===== src/sv/assert_macros.svh =====
// Assertion macros used by the top level of the vector polar/cartesian unit.
// Each macro expects clk and rst_n in the scope where it is used.
`ifndef ASSERT_MACROS_SVH
`define ASSERT_MACROS_SVH

// same-cycle implication
`define ASSERT_IMPLY(label, ante, cons, msg) \
    label: assert property (@(posedge clk) disable iff (!rst_n) (ante) |-> (cons)) \
        else $error(msg);

// next-cycle implication
`define ASSERT_NEXT(label, ante, cons, msg) \
    label: assert property (@(posedge clk) disable iff (!rst_n) (ante) |=> (cons)) \
        else $error(msg);

`endif


===== src/sv/v2pc_pkg.sv =====
// Package of the vector polar/cartesian unit: function codes, widths,
// CORDIC constants and the stage payload types. No dependencies.
`timescale 1ns / 1ps

package v2pc_pkg;

    localparam logic [1:0] FN_MAG  = 2'd0;
    localparam logic [1:0] FN_NORM = 2'd1;
    localparam logic [1:0] FN_C2P  = 2'd2;
    localparam logic [1:0] FN_P2C  = 2'd3;

    localparam int CW       = 34;   // CORDIC x/y/z word
    localparam int RW       = 20;   // result word before saturation
    localparam int SQ_W     = 30;   // sum of squares
    localparam int SQ_STEPS = 15;   // root bits
    localparam int MAG_W    = 15;
    localparam int Q_W      = 13;   // normalize quotient bits
    localparam int DIV_W    = 30;   // divider remainder
    localparam int DEN_W    = 16;   // divider denominator (2 * magnitude)

    localparam logic signed [CW-1:0] PI_Q30      = 34'sd3373259426;
    localparam logic signed [CW-1:0] HALF_PI_Q30 = 34'sd1686629713;
    localparam logic signed [CW-1:0] GAIN_Q30    = 34'sd652032874;

    typedef struct packed {
        logic signed [CW-1:0] x;
        logic signed [CW-1:0] y;
        logic signed [CW-1:0] z;
    } cvec_t;

    typedef struct packed {
        logic [1:0]        func;
        logic signed [14:0] a;
        logic signed [14:0] b;
        logic [SQ_W-1:0]   sumsq;
        logic              flip;
    } cside_t;

    typedef struct packed {
        logic [1:0]         func;
        logic signed [14:0] a;
        logic signed [14:0] b;
        logic signed [RW-1:0] res_a;
        logic signed [RW-1:0] res_b;
    } sside_t;

    // atan(2^-i) in Q30 radians
    function automatic logic signed [CW-1:0] atan_q30(input int unsigned i);
        logic signed [CW-1:0] v;
        case (i)
            0: v = 34'sd843314857;
            1: v = 34'sd497837829;
            2: v = 34'sd263043837;
            3: v = 34'sd133525159;
            4: v = 34'sd67021687;
            5: v = 34'sd33543516;
            6: v = 34'sd16775851;
            7: v = 34'sd8388437;
            8: v = 34'sd4194283;
            9: v = 34'sd2097149;
            default: v = (i <= 30) ? (34'sd1 <<< (30 - i)) : '0;
        endcase
        return v;
    endfunction

endpackage


===== src/sv/v2pc_sqrt.sv =====
// Pipelined integer square root, one root bit per stage, then round to nearest.
// Carries a sideband alongside. Uses v2pc_pkg.
`timescale 1ns / 1ps

module v2pc_sqrt (
    input  logic                       clk,
    input  logic                       rst_n,
    input  logic                       en,
    input  logic                       valid_in,
    input  logic [v2pc_pkg::SQ_W-1:0]  n_in,
    input  v2pc_pkg::sside_t           side_in,
    output logic                       valid_out,
    output logic [v2pc_pkg::MAG_W-1:0] mag_out,
    output v2pc_pkg::sside_t           side_out
);
    import v2pc_pkg::*;

    logic            vld_reg  [SQ_STEPS];
    logic [SQ_W-1:0] n_reg    [SQ_STEPS];
    logic [SQ_W:0]   r_reg    [SQ_STEPS];
    sside_t          side_reg [SQ_STEPS];

    for (genvar k = 0; k < SQ_STEPS; k++) begin : g_step
        localparam logic [SQ_W:0] BIT = (SQ_W+1)'(1) << (2 * (SQ_STEPS - 1 - k));
        logic            pvld;
        logic [SQ_W-1:0] pn;
        logic [SQ_W:0]   pr;
        sside_t          pside;
        logic [SQ_W:0]   t;
        logic            ge;
        logic [SQ_W-1:0] n_next;
        logic [SQ_W:0]   r_next;

        if (k == 0) begin : g_first
            assign pvld  = valid_in;
            assign pn    = n_in;
            assign pr    = '0;
            assign pside = side_in;
        end else begin : g_rest
            assign pvld  = vld_reg[k-1];
            assign pn    = n_reg[k-1];
            assign pr    = r_reg[k-1];
            assign pside = side_reg[k-1];
        end

        always_comb
        begin
            t      = pr + BIT;
            ge     = {1'b0, pn} >= t;
            n_next = ge ? (pn - t[SQ_W-1:0]) : pn;
            r_next = ge ? ((pr >> 1) + BIT) : (pr >> 1);
        end

        always_ff @(posedge clk or negedge rst_n)
        begin
            if (!rst_n)
                vld_reg[k] <= 1'b0;
            else if (en)
                vld_reg[k] <= pvld;
        end

        always_ff @(posedge clk)
        begin
            if (en)
            begin
                n_reg[k]    <= n_next;
                r_reg[k]    <= r_next;
                side_reg[k] <= pside;
            end
        end
    end

    // round: bump when remainder exceeds root
    logic             vld_out_reg;
    logic [MAG_W-1:0] mag_reg;
    logic [MAG_W-1:0] mag_next;
    sside_t           side_out_reg;

    always_comb
    begin
        mag_next = r_reg[SQ_STEPS-1][MAG_W-1:0];
        if ({1'b0, n_reg[SQ_STEPS-1]} > r_reg[SQ_STEPS-1])
            mag_next = mag_next + 1'b1;
    end

    always_ff @(posedge clk or negedge rst_n)
    begin
        if (!rst_n)
            vld_out_reg <= 1'b0;
        else if (en)
            vld_out_reg <= vld_reg[SQ_STEPS-1];
    end

    always_ff @(posedge clk)
    begin
        if (en)
        begin
            mag_reg      <= mag_next;
            side_out_reg <= side_reg[SQ_STEPS-1];
        end
    end

    assign valid_out = vld_out_reg;
    assign mag_out   = mag_reg;
    assign side_out  = side_out_reg;

endmodule


===== config.mk =====
export PLATFORM = sky130hd
export DESIGN_NAME = v2pc_sqrt
export DESIGN_NICKNAME = d
export VERILOG_FILES = /design/src/sv/assert_macros.svh /design/src/sv/v2pc_pkg.sv /design/src/sv/v2pc_sqrt.sv
export SDC_FILE = /design/constraint.sdc
export NUM_CORES = 1
export LEC_CHECK = 0
export BUFFER_PORTS_ARGS = -buffer_cell sky130_fd_sc_hd__buf_2
export CAP_MARGIN = 20
export CORE_UTILIZATION = 40
export CTS_CLUSTER_SIZE = 30
export DETAILED_ROUTE_END_ITERATION = 8
export SLEW_MARGIN = 20
export SYNTH_ARGS = -nofsm -noshare
export SYNTH_HDL_FRONTEND = slang
export SYNTH_SLANG_ARGS = --single-unit

===== constraint.sdc =====
create_clock -name clk -period 3.9 [get_ports clk]
set_input_delay 0.585 -clock clk [delete_from_list [all_inputs] [get_ports clk]]
set_output_delay 0.585 -clock clk [all_outputs]
set_load 0.01 [all_outputs]

== Word-level counts from Yosys, hierarchy flattened ==
Memories as Yosys holds them, arrays and structs flattened. A register that Yosys moved wholly into a read port is not among the register bits.
Cells that the tools add are included.

* Input bits: 106
* Bits in registers: 31
* Logic and storage cells: 113
* Memories kept: 3
* Bits in writable memories: 1995

{| class="wikitable"
|+ Memories
! name !! depth !! width !! read ports !! clocked after Yosys merged registers in !! wr ports !! RTL line !! RTL
|-
| side_reg || 15 || 72 || 15 || 1 || 15 || v2pc_sqrt.sv:21 || <nowiki>sside_t side_reg [SQ_STEPS];</nowiki>
|-
| r_reg || 15 || 31 || 15 || 0 || 15 || v2pc_sqrt.sv:20 || <nowiki>logic [SQ_W:0] r_reg [SQ_STEPS];</nowiki>
|-
| n_reg || 15 || 30 || 15 || 0 || 15 || v2pc_sqrt.sv:19 || <nowiki>logic [SQ_W-1:0] n_reg [SQ_STEPS];</nowiki>
|}

* Multiplexer cells: 33
* $lt $le $gt $ge: 16
* Add/sub/neg operators: 44

{| class="wikitable"
|+ Operators by type and width
! cell !! number
|-
| $mux W30 || 15
|-
| $ge A30 B31 Y1 || 14
|-
| $mux W31 || 14
|-
| $sub A30 B30 Y30 || 14
|-
| $add A30 B1 Y31 const B || 1
|-
| $add A30 B11 Y31 const B || 1
|-
| $add A30 B13 Y31 const B || 1
|-
| $add A30 B15 Y31 const B || 1
|-
| $add A30 B17 Y31 const B || 1
|-
| $add A30 B19 Y31 const B || 1
|-
| $add A30 B21 Y31 const B || 1
|-
| $add A30 B23 Y31 const B || 1
|-
| $add A30 B25 Y31 const B || 1
|-
| $add A30 B27 Y31 const B || 1
|-
| $add A30 B3 Y31 const B || 1
|-
| $add A30 B5 Y31 const B || 1
|-
| $add A30 B7 Y31 const B || 1
|-
| $add A30 B9 Y31 const B || 1
|-
| $add A31 B1 Y31 const B || 1
|-
| $add A31 B11 Y31 const B || 1
|-
| $add A31 B13 Y31 const B || 1
|-
| $add A31 B15 Y31 const B || 1
|-
| $add A31 B17 Y31 const B || 1
|-
| $add A31 B19 Y31 const B || 1
|-
| 15 further kinds || 16
|}

== Logic depth before layout (Yosys ltp) ==
An unclocked memory read counts as a cell.

* Depth after elaboration: 4
* Gate-level depth with buffers: 12
* Depth with buffers taken out: 10

== Worst setup path after synthesis ==
OpenSTA, ideal clock, no wires.

* Kind: reg2reg
* From: memory n_reg[9][12] (netlist: n_reg[1][42])
* To: memory n_reg[10][28] (netlist: n_reg[1][88]), data pin
* Data arrival time: 2.646 ns
* Slack: 0.997 ns
* Setup time: 0.258 ns
* Cell stages (with the launch flop): 11
* Path through: edfxtp_1 -> ha_1 -> a21o_1 -> a21oi_1 -> o221a_2 -> o31a_1 -> and2_1 -> buf_2 -> or3_1 -> or4_1 -> xnor2_1

{| class="wikitable"
|+ RTL lines
! what !! RTL line
|-
| start, declared || v2pc_sqrt.sv:19
|}

==> metrics.cfg <==
[worst_setup_path]
cp.arrival_ns = 3.83
crit_type = register to register
reg2reg_from = n_reg[1][22]$_DFFE_PP_
cp.required_ns = 4.38
rr_worst_depth = 8
crit_start = n_reg[1][22]$_DFFE_PP_
rrSetupSlack_ns = 0.55
path_delay_family = simple AND/OR/NAND/NOR gates
path_buf_inv = 0
cp_max_fo = 11
path_cells = or3_1 -> or3_1 -> or3_1 -> nor4_1 -> and3_1 -> or2_0 -> nor4_1 -> xor2_1
start_kind = register
reg2reg_to = n_reg[1][55]$_DFFE_PP_
critPathSlowestCell = or3_1
end_kind = register
endpoint = n_reg[1][55]$_DFFE_PP_
path_common_cell = or3_1
slowest_delay_ns = 0.50
crit_cells = 8

[drt]
wirelength_um = 89660
vias_per_cell = 4.663
post-route-drc-count = 0
ant_nets = 0
drt-pass1-iter-count = 5
wl_per_cell_um = 14.78
vias = 28300
drt_iter0_markers = 1718

[logic_synthesis]
yosysTopAreaCell = edfxtp_1
syn-instance-count = 3375
synth_area_um2 = 63100
yosys_warnings = 0
synth-seq-cells = 1753
synth_area_leaders = edfxtp_1 (83%), ha_1 (3.0%), xor2_1 (1.4%)
synth-edff-count = 1737
syn_area_per_cell_um2 = 18.70
async_reset_ff_frac = 0.009127
synthesis.nets = 3630
synth_cell_types = 78
post-synth-top-area-fraction = 0.8266
synth_ff_type = edfxtp_1
ys_seq_area_frac = 0.8329

[layout]
fill_cells = 13070
diodes = 0
layout.nets = 4124
multiInputGateArea_um2 = 9742
drive_above_1_share = 0.1367
syn_to_final_growth_pct = 17.28
largest_reg_flops = 1080
seq_area_um2 = 52560

[sta]
relSlewSlack = 0.5186
finalHoldViolations = 0
tightest_slew_ns = 0.7221
rsz0062_at_grt = no
min_period_ns = 3.346
setup_viol = 0
finClkSkew_ns = 0.05601
tns_ns = 0
slew_violations = 0
setup_ws_ns = 0.5544
fmax_ghz = 0.2989
finalCritPeriodShare = 0.8578

[placed_design]
hpwl_um = 55480
routabilityCongestion = 0.8822
place_ws_ns = 0.5671
portBuffers = 193

[cts]
post_cts_resized = 0
post_cts_buffers = 0
ctsLongestPathBuffers = 3
clk_pin_slew_ns = 0.06
clk_latency_ns = 0.79
numCtsBuffers = 179
clockRootBuffer = clkbuf_16
cts_hold_buffers = 104
cts_tree = built
cts.sinks = 1753
htreeDepth = 4

[run_status]
outcome = finished clean

[pwr]
peakVddDrop_uv = 443.2
p_leak_nw = 26.47
powerDensity_nw_per_um2 = 581.6

[floorplan]
start_util = 0.4035
die_w_um = 399.2
core_area_um2 = 156400
std_cell_rows = 145
die_area_um2 = 159300
dieHeight_um = 399.2
io_pins = 194

[global_route]
grt_pass1_wl_um = 143500
antenna_found_initial = 0
grt_max_degree = 130
grt_usage = 0.1123
grt.overflow.total = 0
grt_pass1_vias = 27920

[min_path]
min_path_type = input port to register

[job]
cap_violations = 0

routing by layer:
layer / wire length [um] / vias up / global-route usage
met5: 0 / - / 0
met4: 2994 / 0 / 0.04887
met3: 3730 / 226 / 0.02643
met2: 44630 / 511 / 0.1904
met1: 38300 / 13570 / 0.1367
li1: - / 14000 / -
stage by stage:
step / total power [mW] / utilization / area (um2) / hold WS (ns) / std cells
2_1_floorplan: 25.42 / - / 63100 / 0.2894 / 3375
3_3_place_gp: 26.62 / 0.4289 / 67070 / 0.4002 / 5642
3_5_place_dp: 26.72 / 0.4289 / 67070 / 0.4045 / 5642
4_1_cts: 43.70 / 0.4732 / 74000 / 0.008972 / 6068
5_1_grt: 44.91 / 0.4732 / 74000 / 0.03403 / 6068
6_report: 43.04 / 0.4732 / 74000 / 0.1088 / 6068
layout by cell type, fill, tap and decap left out, types with 34 or more instances in the layout:
| cell | n |
|---|---|
| edfxtp_1 | 1737 |
| nand2_1 | 138 |
| clkbuf_1 | 37 |
| buf_2 | 192 |
| xnor2_1 | 95 |
| a21oi_1 | 112 |
| nor3_1 | 65 |
| clkbuf_16 | 179 |
| inv_1 | 177 |
| a21o_1 | 39 |
| o21ai_0 | 99 |
| o21a_1 | 34 |
| dlygate4sd3_1 | 104 |
| xor2_1 | 101 |
| nor4_1 | 65 |
| ha_1 | 149 |
| nand3_1 | 37 |
| buf_4 | 38 |
| nor2_1 | 152 |
area by class of cell:
| class | instances | share of cell area |
|---|---|---|
| clock buffers | 216 | 0.06240 |
| clock inverters | 106 | 0.01726 |
| inverters | 177 | 0.008978 |
| multi-input cells | 1410 | 0.1316 |
| flip-flops and latches | 1753 | 0.7102 |
| well taps | 2058 | 0.03479 |
| repair buffers | 348 | 0.03469 |
cell families after synthesis:
group | after synthesis | synth area share
flip-flops | 1753 | 0.8329
AND/OR/NAND/NOR | 646 | 0.05280
AO/OA/AOI/OAI | 385 | 0.03859
buffers and inverters | 212 | 0.01297
XOR/XNOR | 196 | 0.02720
adder cells (fa/ha/maj) | 149 | 0.02954
multiplexers | 34 | 0.005968
power breakdown:
part           internal, mW  switching [mW]
registers              22.6           0.720
clock network          9.62            7.05
logic                  1.32            1.76
cell usage after synthesis, types with 7 or more instances:
master and number:
a211oi_1 12, a21o_1 39, a21oi_1 112, a31oi_1 10, and2_1 9, clkbuf_1 28
dfrtp_1 16, edfxtp_1 1737, ha_1 149, inv_1 177, mux2_2 29, nand2_1 138
nand2b_1 32, nand3_1 37, nand4_1 24, nand4b_1 7, nor2_1 152, nor2b_1 25
nor3_1 65, nor4_1 65, nor4b_1 7, o21a_1 34, o21ai_0 99, o31ai_1 17
or2_2 7, or3_1 28, or4_1 17, xnor2_1 95, xor2_1 101
how the worst min path moves through the flow:
stage,start,endpoint,slack (ns),cells past startpoint
6_report,n_in[28],n_reg[0][28]$_DFFE_PP_,0.11,2
5_1_grt,n_in[28],n_reg[0][28]$_DFFE_PP_,0.03,2
4_1_cts,n_in[28],n_reg[0][28]$_DFFE_PP_,0.009,2
3_5_place_dp,side_reg[9][10]$_DFFE_PP_,side_reg[10][10]$_DFFE_PP_,0.40,0
3_3_place_gp,side_reg[11][13]$_DFFE_PP_,side_reg[12][13]$_DFFE_PP_,0.40,0
2_1_floorplan,rst_n,g_step[10].pvld$_DFFE_PN0P_,0.29,0
No activity file was read; power rests on OpenSTA's default activity.
